## src/rtl/hbw_pkg.sv

```systemverilog
// Package for the HUB75 bit-plane pixel writer.
// Word layout, shared types and config struct; no dependencies.
`default_nettype none

package hbw_pkg;

  localparam int WORD_W   = 13;
  localparam int ROWA_W   = 5;
  localparam int ROWA_LSB = 8;

  localparam int BIT_R1  = 0;
  localparam int BIT_G1  = 1;
  localparam int BIT_B1  = 2;
  localparam int BIT_R2  = 3;
  localparam int BIT_G2  = 4;
  localparam int BIT_B2  = 5;
  localparam int BIT_LAT = 6;
  localparam int BIT_OE  = 7;

  localparam int BRIGHT_W = 7;
  localparam int LSBP_W   = 3;

  typedef logic [WORD_W-1:0] word_t;

  typedef struct packed {
    logic [BRIGHT_W-1:0] bright_limit;
    logic [LSBP_W-1:0]   lsb_plane;
  } cfg_t;

endpackage

`default_nettype wire

```

## src/rtl/hbw_word_unit.sv

```systemverilog
// Plane word builder, reused once per bit plane: limit shift, OE compare, merge.
// Uses hbw_pkg for word layout and config struct.
`default_nettype none

module hbw_word_unit #(
  parameter int PANEL_WIDTH = 64,
  parameter int XW          = 6,
  parameter int RW          = 4,
  parameter int PW          = 3
) (
  input  wire  hbw_pkg::cfg_t   cfg,
  input  wire  [PW-1:0]         plane,
  input  wire  [XW-1:0]         ux,
  input  wire  [RW-1:0]         row,
  input  wire                   top,
  input  wire  [7:0]            red,
  input  wire  [7:0]            green,
  input  wire  [7:0]            blue,
  input  wire  hbw_pkg::word_t  old_word,
  output hbw_pkg::word_t        new_word
);
  import hbw_pkg::*;

  logic [3:0]          plane4;
  logic [3:0]          lsbp4;
  logic [3:0]          shamt;
  logic                use_shift;
  logic [BRIGHT_W-1:0] lim;
  logic                oe;
  logic [ROWA_W-1:0]   row5;
  logic [2:0]          rgb;

  always_comb begin
    plane4    = 4'(plane);
    lsbp4     = 4'(cfg.lsb_plane);
    use_shift = (plane4 != 4'd0) && (plane4 <= lsbp4);
    shamt     = lsbp4 - plane4 + 4'd1;
    lim       = use_shift ? (cfg.bright_limit >> shamt) : cfg.bright_limit;
    oe        = (ux == '0) || (ux == XW'(PANEL_WIDTH - 2)) || (9'(ux) >= 9'(lim));
    row5      = ROWA_W'(row);
    rgb       = {blue[plane], green[plane], red[plane]};

    new_word = '0;
    new_word[ROWA_LSB +: ROWA_W] = (plane4 == 4'd0) ? (row5 - 5'd1) : row5;
    new_word[BIT_LAT] = (ux == XW'(PANEL_WIDTH - 1));
    new_word[BIT_OE]  = oe;
    if (top) begin
      new_word[BIT_B1:BIT_R1] = rgb;
      new_word[BIT_B2:BIT_R2] = old_word[BIT_B2:BIT_R2];
    end else begin
      new_word[BIT_B2:BIT_R2] = rgb;
      new_word[BIT_B1:BIT_R1] = old_word[BIT_B1:BIT_R1];
    end
  end

endmodule

`default_nettype wire

```

## config.mk

```make
export PLATFORM = sky130hd
export DESIGN_NAME = hbw_word_unit
export DESIGN_NICKNAME = d
export VERILOG_FILES = /design/src/rtl/hbw_pkg.sv /design/src/rtl/hbw_word_unit.sv
export SDC_FILE = /design/constraint.sdc
export NUM_CORES = 1
export LEC_CHECK = 0
export BUFFER_PORTS_ARGS = -buffer_cell sky130_fd_sc_hd__buf_2
export CORE_UTILIZATION = 46
export DETAILED_ROUTE_END_ITERATION = 10
export PLACE_DENSITY = 0.9
export SLEW_MARGIN = 10
export SYNTH_ARGS = -nofsm -noshare
export SYNTH_HDL_FRONTEND = slang
export SYNTH_SLANG_ARGS = --single-unit
export TNS_END_PERCENT = 50
```

## constraint.sdc

```tcl
create_clock -name vclk -period 10.65
set_input_delay 1.5975 -clock vclk [all_inputs]
set_output_delay 1.5975 -clock vclk [all_outputs]
set_load 0.02 [all_outputs]
```

==> results of run 1 <==
==> worst min-delay path: cells and delay by family <==
family        cells  cell delay (ns)
buf+inv           2             0.25
simple gates      1             0.05
==> cells in the mapped netlist (all sizes together), types with 4 or more instances <==
cell type,instances,area (µm²)
mux2i,6,60.1
nor2,10,37.5
mux4,7,180
ha,15,188
buf,6,43.8
nor3,4,20.0
mux2,4,45.0
nand2,13,48.8
o21ai,8,43.8
inv,14,52.6
a21oi,7,35.0
==> final cells by class <==
type                            instances  area, µm²
Multi-Input combinational cell        104        881
Fill cell                             172        679
Timing Repair Buffer                   67        335
Inverter                               14       52.6
Tap cell                               27       33.8
==> kinds of logic after synthesis <==
| kind of cell | count (synthesis) |
|---|---|
| fa+ha+maj | 15 |
| buf+inv | 22 |
| mux | 17 |
| xor+xnor | 5 |
| simple gates | 37 |
| compound gates | 30 |
==> layer usage <==
layer | vias to the layer above | global-route usage [%] | wire length (µm)
met3 | 8 | 0.370 | 121
met2 | 50 | 36.3 | 1320
met1 | 515 | 26.2 | 1080
met5 | - | 0 | 0
met4 | 0 | 5.00 | 44
li1 | 591 | - | -
==> power by group through the flow <==
| stage | registers (mW) | logic [mW] | clock network, mW |
|---|---|---|---|
| floorplan | 0 | 0.0542 | 0 |
| global placement | 0 | 0.0712 | 0 |
| detailed placement | 0 | 0.0752 | 0 |
| CTS | 0 | 0.0753 | 0 |
| global route | 0 | 0.0845 | 0 |
| finish | 0 | 0.0756 | 0 |
==> metrics by stage <==
| step | worst slack [ns] | instances |
|---|---|---|
| CTS | 4.41 | 212 |
| global route | 4.17 | 212 |
| detailed placement | 4.42 | 212 |
| floorplan | 4.85 | 126 |
| global placement | 4.44 | 212 |
| finish | 4.37 | 212 |
==> worst paths after layout <==
path / startpoint / to / slack, ns
worst max-delay path: plane[1] / new_word[7] / 4.37
worst min-delay path: row[3] / new_word[12] / 3.49
==> layout by cell type, fill, tap and decap left out, types with 2 or more instances in the layout <==
master    instances
buf_2            67
nor2_1           10
a31oi_1           3
o21ai_0           7
xnor2_1           3
a21oi_1           7
ha_1             15
nand2_1          13
inv_1            14
nor4_1            3
mux4_1            6
xor2_1            2
mux2_2            4
mux2i_1           6
a211oi_1          3
nor3_1            4
a22oi_1           2
o22ai_1           3
nor4b_1           2
==> results.md, run 1 <==
- Outcome: completed
- Post-CTS Setup Bufs: 0
- Largest net degree at the start of global routing: 16
- Post-synthesis simple-gate area fraction: 18.0%
- Util after Layout: 65.7%
- Type of origin of the critical path: input pin
- Hold_ws: 3.49 ns
- Drt pass-1 iters: 4
- CP Depth: 15
- Port Buffer Count: 67
- Adder-Cell Fraction of Synth Area: 19.1%
- Clk_buf instances: 0
- RSZ-0062 raised after global routing: no
- Main combinational cell family by area after synthesis: multiplexers
- Crit path max-delay family: compound AO/OA/AOI/OAI gates
- Vias in the first global route: 916
- Via count: 1164
- CP max stage cell: ha_1
- Die height: 48.3 µm
- Cts hold-fix bufs: 0
- Final Max Tran Viols: 0
- Placed cell areas: 1300 µm²
- Nature of the critical path endpoint: output pin
- Die W: 48.3 µm
- Gpl congestion: 0.776
- Mux contribution to synthesized area: 29.0%
- Area grow syn2layout: 32.3%
- Fmax: 0.159 GHz
- Die Area: 2330 µm²
- Synth Area per Inst: 7.82 µm²
- Leakage Power: 0.704 nW
- XOR/XNOR Fraction of Synth Area: 4.45%
- Post-Syn Area: 985 µm²
- Initial Util: 49.7%
- Setup_tns: 0 ns
- Final min period: 6.28 ns
- Setup Crit Path Kind: in -> out
- Max-cap violations: 0
- Post-synthesis sequential area ratio: 0%
- CTS-repair resized insts: 0
- Antenna-violating nets left: 0
- Hold Path Depth: 3
- Worst VDD drop: 0.0286 mV
- Crit-path cells: buf_2 -> ha_1 -> inv_1 -> ha_1 -> mux2_2 -> o21ai_0 -> o21ai_0 -> a22o_1 -> ha_1 -> nand2b_1 -> a211oi_1 -> o21ai_0 -> o31ai_1 -> o22ai_1 -> buf_2
- DRC Markers: 0
- # IOs: 74
- Cells after synthesis: 126
- CORE AREA: 1980 µm²
- Iter 0 DRT Violations: 24
- Gate power share: 100.0%
- Req. time, crit path: 9.05 ns
- Worst path bufs/invs: 3
- Worst-path maximum fanout: 10
- Hold Crit Class: in -> out
- Clock network power share: 0%
- Sw power: 0.0408 mW
- GRT Util Overall: 20.0%
- Post-Route WL: 2570 µm
- Nets: 263
- Compound-cell area share of the yosys netlist: 18.9%
- Drt wl/cell: 12.1 µm
- Fraction of layout cells with a size suffix above 1: 40.0%
- Initial antenna violation count: 0
- Fin crit share: 59.0%
- Cell variety after synth: 34
- Via density: 5.49
- Crit path arrival time: 4.68 ns
- Sequential cell area: 0 µm²
- Pwr/cell area: 58.1 nW/µm²
- Net Count, Synth: 202
- # diodes: 0
- Sw frac: 53.9%
- Row count: 16
- # setup viols final: 0
- Yosys warns: 0
- Grt ovf: 0
- Seq pwr share: 0%
- Finished Cell Area: 1300 µm²
- Tot Pwr: 0.0756 mW
- Seq_cells: 0
- First-pass GRT wire length: 3460 µm
- CP peak stage delay: 0.47 ns
- Slew @ Worst Pin: 0.475 ns
- Endpoints failing hold: 0
- DPL Wire Length: 2220 µm
- Normalized max-slew margin: 68.4%
- Int Pwr: 0.0349 mW
Note: power is estimated with default switching activity, not from simulation.
==> inputs of run 2 (changes only) <==
- CORE_UTILIZATION: 46 -> 43
- PLACE_DENSITY: 0.9 -> 0.85
- clock period: 10.65 -> 6.4 ns (I/O delays scaled with it)
==> run 2 against run 1 <==
Compared with the run above: sequential share of layout area is the same; power grew 66%; sequential cell count is the same; highest routed layer unchanged; die area grew 6.7%; critical endpoint unchanged; largest cell class unchanged; utilization shrank 2.6 points.
==> results.md, run 2 (synthesis results as in run 1) <==
- Hold Crit Class: in -> out
- GR Layer Usage met2: 44.4%
- CORE AREA: 2060 µm²
- Most common cell after layout, fill and taps aside: buf_2
- Die height: 49.9 µm
- Normalized max-slew margin: 69.2%
- Max-cap violations: 0
- Outcome: completed
- Area grow syn2layout: 32.3%
- Fraction of layout cells with a size suffix above 1: 40.0%
- # IOs: 74
- Port Buffer Count: 67
- # setup viols final: 0
- RSZ-0062 raised after global routing: no
- GRT Util Overall: 22.1%
- Seq_cells: 0
- Busiest grt layer: met2
- # diodes: 0
- DPL Wire Length: 2350 µm
- Commonest non-fill, non-tap cells in the layout: 67 x buf_2, 15 x ha_1, 14 x inv_1
- Initial Util: 47.8%
- Final Max Tran Viols: 0
- Nets: 263
- CTS-repair resized insts: 0
- Crit path arrival time: 4.04 ns
- Req. time, crit path: 5.44 ns
- Fin crit share: 78.2%
- Cts hold-fix bufs: 0
- Antenna-violating nets left: 0
- Via density: 5.46
- Fmax: 0.200 GHz
- Type of origin of the critical path: input pin
- Gpl congestion: 0.791
- Pwr/cell area: 96.5 nW/µm²
- Initial antenna violation count: 0
- DRC Markers: 0
- Leakage Power: 0.704 nW
- First-pass GRT wire length: 4440 µm
- Clk_buf instances: 0
- Vias in the first global route: 1075
- Final min period: 5.00 ns
- Via count: 1157
- Worst VDD drop: 0.0483 mV
- Drt pass-1 iters: 4
- Endpoints failing hold: 0
- Row count: 16
- Largest net degree at the start of global routing: 16
- Sequential cell area: 0 µm²
- Util after Layout: 63.2%
- Met1 Usage GRT: 25.7%
- Die W: 49.9 µm
- Drt wl/cell: 12.6 µm
- Worst-path maximum fanout: 10
- Post-Route WL: 2670 µm
- Post-CTS Setup Bufs: 0
- Iter 0 DRT Violations: 11
- Setup Crit Path Kind: in -> out
- Setup_tns: 0 ns
- Die Area: 2490 µm²
- Grt ovf: 0
- Tot Pwr: 0.126 mW
- Slew @ Worst Pin: 0.461 ns
- Met3 Use GR: 1.23%
- Nature of the critical path endpoint: output pin
==> run 2: cell counts in the layout (fill, tap and decap cells not counted) <==
Identical to the previous run, type by type.
==> run 2: worst paths after layout <==
path,startpoint,slack [ns],cells after the start,endpoint
worst max-delay path,plane[1],1.40,15,new_word[7]
worst min-delay path,row[3],2.22,3,new_word[12]
==> run 2: cell type report <==
class | count | area [µm²]
multi-input cells | 104 | 881
inverters | 14 | 52.6
repair buffers | 67 | 335
fillers | 196 | 759
well taps | 27 | 33.8
==> run 2: metrics by stage <==
| step | worst slack, ns | area (µm²) | instances | hold WS, ns |
|---|---|---|---|---|
| finish | 1.40 | 1300 | 212 | 2.22 |
| global route | 1.18 | 1300 | 212 | 2.23 |
| CTS | 1.41 | 1300 | 212 | 2.22 |
| detailed placement | 1.42 | 1300 | 212 | 2.22 |
| global placement | 1.46 | 1300 | 212 | 2.20 |
| floorplan | 1.87 | 985 | 126 | 2.00 |
==> run 2: critical path, cell delays in order <==
cell and delay, ns:
buf_2 0.17, ha_1 0.34, inv_1 0.05, ha_1 0.45
mux2_2 0.39, o21ai_0 0.23, o21ai_0 0.12, a22o_1 0.19
ha_1 0.26, nand2b_1 0.13, a211oi_1 0.26, o21ai_0 0.13
o31ai_1 0.08, o22ai_1 0.12, buf_2 0.17
==> run 2: where the power goes <==
group          total [mW]  internal, mW  leakage (nW)  switching [mW]
Sequential              0             0             0               0
Combinational       0.126        0.0579         0.704          0.0678
Clock                   0             0             0               0
Total               0.126        0.0579         0.704          0.0678
==> run 2: layer usage <==
metal	vias to the layer above	routed length [µm]
met4	0	19
li1	591	-
met5	-	0
met3	2	115
met2	50	1410
met1	514	1120
